<file path="config.mk">
export PLATFORM = sky130hd
export DESIGN_NAME = mom_sel_lane
export DESIGN_NICKNAME = d
export VERILOG_FILES = /design/src/mom_sel_pkg.sv /design/src/mom_sel_lane.sv
export SDC_FILE = /design/constraint.sdc
export NUM_CORES = 1
export LEC_CHECK = 0
export BUFFER_PORTS_ARGS = -buffer_cell sky130_fd_sc_hd__clkbuf_2
export CAP_MARGIN = 30
export CORE_UTILIZATION = 43
export CTS_BUF_LIST = sky130_fd_sc_hd__clkbuf_8
export DETAILED_ROUTE_END_ITERATION = 10
export PLACE_DENSITY = 0.68
export SYNTH_ARGS = -nofsm -noshare
export SYNTH_HDL_FRONTEND = slang
export SYNTH_SLANG_ARGS = --single-unit
</file>
<file path="constraint.sdc">
create_clock -name clk_i -period 13.3 [get_ports clk_i]
set_clock_uncertainty 0.2 [all_clocks]
set_input_delay 1.33 -clock clk_i [delete_from_list [all_inputs] [get_ports clk_i]]
set_output_delay 1.33 -clock clk_i [all_outputs]
set_load 0.01 [all_outputs]
</file>
<file path="src/mom_sel_pkg.sv">
// package for the median-of-means pixel select block
// holds field widths, window depth default and the item structs; no dependencies
package mom_sel_pkg;

  localparam int unsigned MaxWindowDefault = 16;
  localparam int unsigned DataW = 32;

  typedef struct packed {
    logic [31:0]        red_value;
    logic [31:0]        green_value;
    logic [31:0]        blue_value;
    logic [31:0]        buffer_weight;
    logic signed [31:0] red_splat;
    logic signed [31:0] green_splat;
    logic signed [31:0] blue_splat;
    logic               last_buffer;
  } in_item_t;

  typedef struct packed {
    logic [31:0]        red_median;
    logic [31:0]        green_median;
    logic [31:0]        blue_median;
    logic [31:0]        median_weight;
    logic signed [31:0] red_splat_out;
    logic signed [31:0] green_splat_out;
    logic signed [31:0] blue_splat_out;
    logic               overflow_flag;
  } out_item_t;

  // control from the sequencer to the rank lanes
  typedef struct packed {
    logic clear;    // end of a window; drops all entries
    logic insert;   // new entry arrives this cycle
  } lane_ctrl_t;

endpackage

</file>
<file path="src/mom_sel_lane.sv">
// one rank lane: keeps a running stable rank for every stored entry of one channel
// depends on mom_sel_pkg
module mom_sel_lane #(
  parameter int unsigned MaxWindow = mom_sel_pkg::MaxWindowDefault,
  localparam int unsigned IdxW = (MaxWindow > 1) ? $clog2(MaxWindow) : 1,
  localparam int unsigned CntW = $clog2(MaxWindow + 2)
) (
  input  logic                   clk_i,
  input  logic                   rst_ni,
  input  mom_sel_pkg::lane_ctrl_t ctrl_i,
  input  logic [IdxW-1:0]        wr_idx_i,
  input  logic [31:0]            value_i,
  input  logic [CntW-1:0]        target_i,
  output logic [IdxW-1:0]        pick_o
);

  logic [31:0]     val_q [MaxWindow];
  logic [CntW-1:0] rank_q [MaxWindow];
  logic [MaxWindow-1:0] used_q;
  logic [CntW-1:0] new_rank;

  // new entry arrives last, so every stored entry not above it ranks below it
  always_comb begin
    new_rank = '0;
    for (int i = 0; i < MaxWindow; i++) begin
      if (used_q[i] && val_q[i] <= value_i) new_rank = new_rank + 1'b1;
    end
  end

  always_ff @(posedge clk_i or negedge rst_ni) begin
    if (!rst_ni) begin
      used_q <= '0;
    end else if (ctrl_i.clear) begin
      used_q <= '0;
    end else if (ctrl_i.insert) begin
      used_q[wr_idx_i] <= 1'b1;
    end
  end

  always_ff @(posedge clk_i) begin
    if (ctrl_i.insert && !ctrl_i.clear) begin
      for (int i = 0; i < MaxWindow; i++) begin
        if (used_q[i] && val_q[i] > value_i) rank_q[i] <= rank_q[i] + 1'b1;
      end
      val_q[wr_idx_i]  <= value_i;
      rank_q[wr_idx_i] <= new_rank;
    end
  end

  // exactly one used entry holds the target rank
  always_comb begin
    pick_o = '0;
    for (int i = 0; i < MaxWindow; i++) begin
      if (used_q[i] && rank_q[i] == target_i) pick_o = IdxW'(i);
    end
  end

endmodule

</file>
Yosys cells after proc, flatten, opt, wreduce, memory -nomap -nowiden
Memories as Yosys holds them, arrays and structs flattened.
Cells that the tools add are included.
- flip-flop bits (word level): 16
- bits in writable memories: 592
- word-level logic and storage cells: 220
- memories: 2
- $add $sub $neg: 31
- order comparisons: 34
- eq/ne operators: 15
- muxes and demuxes: 85
- bitwise gates (word level): 1
- reductions and logical operators: 51
- memories (name ; words ; bits a word ; rd ports ; clocked after Yosys merged registers in ; write ports ; RTL line ; RTL):
    val_q ; 16 ; 32 ; 16 ; 0 ; 1 ; mom_sel_lane.sv:17 ; logic [31:0] val_q [MaxWindow];
    rank_q ; 16 ; 5 ; 16 ; 0 ; 17 ; mom_sel_lane.sv:18 ; logic [CntW-1:0] rank_q [MaxWindow];
- operator list (cell ; count):
    $gt A32 B32 Y1 ; 16
    $le A32 B32 Y1 ; 16
    $add A5 B1 Y5 const B ; 31
    $eq A5 B5 Y1 ; 15
    $mux W5 ; 15
    $mux W4 ; 14
    $mux W1 ; 53
    $logic_and A1 B1 Y1 ; 49
    $mux W16 ; 2
    $or A16 B16 Y16 ; 1
    $lt A4 B5 Y1 const B ; 1
    $demux W1 S4 ; 1
    $ge A4 B1 Y1 const B ; 1
    $reduce_bool A2 Y1 ; 1
    $logic_not A1 Y1 ; 1

Longest topological paths before layout
An unclocked memory read counts as a cell.
- word-level depth: 34
- gate-level depth with buffers: 62
- mapped depth without buffers: 61

Least setup slack after synthesis
OpenSTA, ideal clock, no wires.
- path kind: input port to flip-flop
- start: input value_i[1]
- end: memory rank_q[13][4] in the netlist's numbering, data pin
- data arrival time: 11.202 ns
- required time: 12.756 ns
- setup slack: 1.554 ns
- stages: 60
- buffers on the path: 1
- cells stage by stage: inv_1 ha_1 nor2b_1 o21a_1 o21ai_0 nand2b_1 a21oi_1 nor2b_1 o21ai_0 nand2b_1 a21oi_1 nor3_1 o21ai_0 o211ai_1 a221oi_1 a31o_2 nand2_1 inv_1 [... 24 more ...] o31ai_1 xnor2_1 mux2_2 ha_1 nand2_1 nand2_1 xnor2_1 mux2_2 ha_1 and2_1 or2_2 ha_1 nand2_1 maj3_1 nor2_1 xor2_1 buf_2 a21oi_1
- RTL lines (what ; RTL line ; RTL):
    start, declared ; mom_sel_lane.sv:12 ; input logic [31:0] value_i,
    end, declared ; mom_sel_lane.sv:18 ;

==> metrics.log <==
INFO  metric nets = 3485
INFO  metric synthSimpleGateAreaFrac = 0.09572
INFO  metric vdd_ir_drop_max = roughly 66 uV
INFO  metric cts-resized-gates = 0
INFO  metric final_min_period_over_clock_period = 0.9458
INFO  metric postSynthNetCount = 3267
INFO  metric vias_per_cell = 5.902
INFO  metric synth-seq-cells = about 600
INFO  metric synth_top_flop_cell = sky130_fd_sc_hd__edfxtp_1
INFO  metric globalRoute.totalOverflow = 0
INFO  metric timing.max_slew.rel_slack = 0.2732
INFO  metric synth_compound_area_frac = 0.1077
INFO  metric die_w = 283.6 microns
INFO  metric design.core.area = between 70000 and 80000 sq um
INFO  metric synth_area = approximately 34000 sq um
INFO  metric synthCells = ~2700
INFO  metric start_util = 0.4372
INFO  metric delay_of_the_slowest_cell_on_the_worst_path = ~0.7 ns
INFO  metric cts.sinks = between 600 and 700
INFO  metric intPower = approximately 3000 uW
INFO  metric criticalPathCategory = in -> reg
INFO  metric synth.mux.area_fraction = 0.004808
INFO  metric grt_pass1_wl = about 140000 microns
INFO  metric power_switching_share = 0.2560
INFO  metric synth_xor_xnor_area_share = 0.04966
INFO  metric vias = between 20000 and 25000
INFO  metric placed_area = between 30000 and 40000 sq um
INFO  metric drtIter0Drc = around 1900
INFO  metric period_needed = approximately 13 ns
INFO  metric avgSynthCellArea = around 13 sq um
INFO  metric max_clock_freq = roughly 79 MHz
INFO  metric cts_tree = built
INFO  metric ys_types = 80
INFO  metric timing.critical_path.required = approximately 14 ns
INFO  metric power_density_relative_to_cell_area = around 110 nW/um^2
INFO  metric layout.cell_area.non_filler = around 38000 sq um
INFO  metric synth-edff-count = just under 600
INFO  metric track_usage = 0.2373
INFO  metric die_h = 283.6 microns
INFO  metric grt_max_degree = 43
INFO  metric post_synth_main_area_contributors = sky130_fd_sc_hd__edfxtp_1 (52%), sky130_fd_sc_hd__ha_1 (20%), sky130_fd_sc_hd__a21oi_1 (2.8%)
INFO  metric post-route-util = 0.4901
INFO  metric setup_viol_count_final = 0
INFO  metric hold_ws = 0.2940 ns
INFO  metric io_buffers = 48
INFO  metric synth_top_family_by_area = adder cells
INFO  metric unrepaired_setup_endpoints_after_global_routing = false
INFO  metric drt_wl_total = approximately 96000 microns
INFO  metric synth_area_leader_cell = sky130_fd_sc_hd__edfxtp_1
INFO  metric tightest_slew = about 1.1 ns
INFO  metric logic_pwr_share = 0.102
INFO  metric power.sequential.fraction = 0.511
INFO  metric site_rows = 102
INFO  metric cts_inserted_buffers = between 100 and 150
INFO  metric capturing_element_type_of_the_critical_path = flip-flop
INFO  metric hold_viol_final = 0
INFO  metric clock_latency = 0.73 ns
INFO  metric crit_path_top_delay_cell = sky130_fd_sc_hd__xnor2_1
INFO  metric critical_path_arrival = between 10 and 15 ns
INFO  metric synth.yosys.seq_area_share = 0.5288
INFO  metric drc = 0
INFO  metric final_layout_size_suffix_gt1_frac = 0.1053
INFO  metric worst_path_most_repeated_cell = sky130_fd_sc_hd__ha_1
INFO  metric detailed_place_hpwl = roughly 67000 microns
INFO  metric setup.worst_path.start_class = input port
INFO  metric cts.repair_timing.setup_buffer_count = 0
INFO  metric yosys.area_share.adder = 0.1992
INFO  metric drt-pass1-iter-count = 6
INFO  metric routedWlPerCell = ~24 microns
INFO  metric die_area = between 80000 and 90000 sq um
INFO  metric pin_count = 49
INFO  metric antenna_violations_before_repair = 1
INFO  metric finalSetupTns = 0 ns
INFO  metric htreeDepth = 3
INFO  metric root_buffer_selected_by_cts = sky130_fd_sc_hd__clkbuf_8
INFO  metric place_congestion = 0.9052
INFO  metric p_leak = ~0.015 uW
INFO  metric synth_async_sr_flop_share = 0.02653
INFO  metric power_switching = approximately 1100 uW
INFO  metric cts_hold_repair.buffers = 0
INFO  metric worst-path-max-fanout = 9
INFO  metric post-synth-top-area-fraction = 0.5171
INFO  metric number_of_warnings_reported_in_the_yosys_synthesis_log = 0
INFO  metric hp-class = reg -> reg
INFO  metric drt.antenna.violating_nets = 0
INFO  metric vias_in_the_first_global_route = 24410
INFO  metric clock_power_share = 0.387
INFO  metric clk_pin_slew_worst_paths = 0.06 ns
INFO  metric area_growth = 12.10%
INFO  metric final_max_slew_viol_count = 0
INFO  metric status = finished clean
INFO  metric cts.path.max_buffers = 3
INFO  metric drv.max_cap_violation_count = 0
placed cells by master (no fill, tap or decap), types with 9 or more instances in the layout:
cell type	instances
sky130_fd_sc_hd__a211oi_1	16
sky130_fd_sc_hd__a31oi_1	12
sky130_fd_sc_hd__nand3_1	74
sky130_fd_sc_hd__xnor2_1	79
sky130_fd_sc_hd__clkbuf_8	103
sky130_fd_sc_hd__o211ai_1	15
sky130_fd_sc_hd__nand2_1	179
sky130_fd_sc_hd__a21o_1	95
sky130_fd_sc_hd__and4_1	9
sky130_fd_sc_hd__xor2_1	76
sky130_fd_sc_hd__clkinv_1	42
sky130_fd_sc_hd__o21a_1	28
sky130_fd_sc_hd__nor2b_1	37
sky130_fd_sc_hd__nand4_1	109
sky130_fd_sc_hd__and3_1	13
sky130_fd_sc_hd__a221oi_1	10
sky130_fd_sc_hd__nand2b_1	27
sky130_fd_sc_hd__dfrtp_1	16
sky130_fd_sc_hd__or3_1	11
sky130_fd_sc_hd__o21ai_1	16
sky130_fd_sc_hd__o21ai_0	116
sky130_fd_sc_hd__mux2_2	11
sky130_fd_sc_hd__nor4_1	30
sky130_fd_sc_hd__o31ai_1	9
sky130_fd_sc_hd__nor3_1	25
sky130_fd_sc_hd__edfxtp_1	587
sky130_fd_sc_hd__ha_1	542
sky130_fd_sc_hd__buf_4	92
sky130_fd_sc_hd__inv_1	117
sky130_fd_sc_hd__a21oi_1	188
sky130_fd_sc_hd__clkbuf_2	48
sky130_fd_sc_hd__nor2_1	89
cell type report:
cell class | count | area [sq um]
clock buffers | 103 | 1418
diodes | 1 | 2.502
inverters | 96 | 360.3
fillers | 6748 | 39760
well taps | 1040 | 1301
flip-flops and latches | 603 | 18030
clock inverters | 84 | 515.5
repair buffers | 143 | 952.2
multi-input cells | 1952 | 15640
metrics by stage:
| stage | total power [uW] | cells | worst slack [ns] |
|---|---|---|---|
| 2_1_floorplan | 2392 | 2680 | 1.554 |
| 3_3_place_gp | 2546 | 3831 | 0.7556 |
| 3_5_place_dp | 2568 | 3832 | 0.1482 |
| 4_1_cts | 4160 | 4019 | 0.8896 |
| 5_1_grt | 4292 | 4022 | 0.04927 |
| 6_report | 4137 | 4022 | 0.7204 |
worst max-delay path, delay by kind of cell:
family                   cells  cell delay (ns)
AO/OA/AOI/OAI               18             3.96
adder cells (fa/ha/maj)     10             2.77
AND/OR/NAND/NOR             17             1.97
XOR/XNOR                     4             1.21
buffers and inverters        7             0.90
multiplexers                 4             0.77
cells in the mapped netlist, drive strengths merged, types with 26 or more instances:
cell	n
nand4	109
ha	542
inv	96
nor3	26
nand2b	27
edfxtp	587
nor2b	37
nor4	31
xor2	76
a21o	95
o21ai	133
xnor2	82
nand3	74
nor2	95
a21oi	188
nand2	179
o21a	28
state kept, by name (all words and copies together), names as in the netlist:
name    cells
rank_q     75
val_q     512
used_q     16
layer usage:
metal / vias to the layer above / part of all wire / track usage
met5: - / 0 / 0
met4: 0 / 0.032 / 0.08189
met3: 180 / 0.065 / 0.03424
met2: 844 / 0.48 / 0.4006
met1: 11850 / 0.42 / 0.3114
li1: 10860 / - / -
power by group through the flow:
stage / Sequential [uW] / Clock [uW] / Combinational (uW)
CTS: 2110 / 1630 / 417
floorplan: 2150 / 0 / 241
detailed placement: 2150 / 0 / 414
global route: 2110 / 1710 / 463
finish: 2110 / 1600 / 420
global placement: 2150 / 0 / 393
kinds of logic after synthesis:
kind of cell | after synthesis
compound gates | 583
simple gates | 641
xor+xnor | 170
mux | 15
fa+ha+maj | 543
buf+inv | 125
flops | 603
final timing paths:
check | start | end | slack [ns] | cells past startpoint
setup / recovery | value_i[1] | rank_q[1][2] | 0.72 | 60
hold / removal | used_q[0] | used_q[0] | 0.29 | 1
setup reg to reg | val_q[1][1] | rank_q[1][2] | 1.14 | 58
hold reg to reg | used_q[0] | used_q[0] | 0.29 | 1
max in group asynchronous | rst_ni | used_q[4] | 12.13 | 1
min in group asynchronous | rst_ni | used_q[11] | 0.39 | 1
Power figures use the tool's default switching activity.
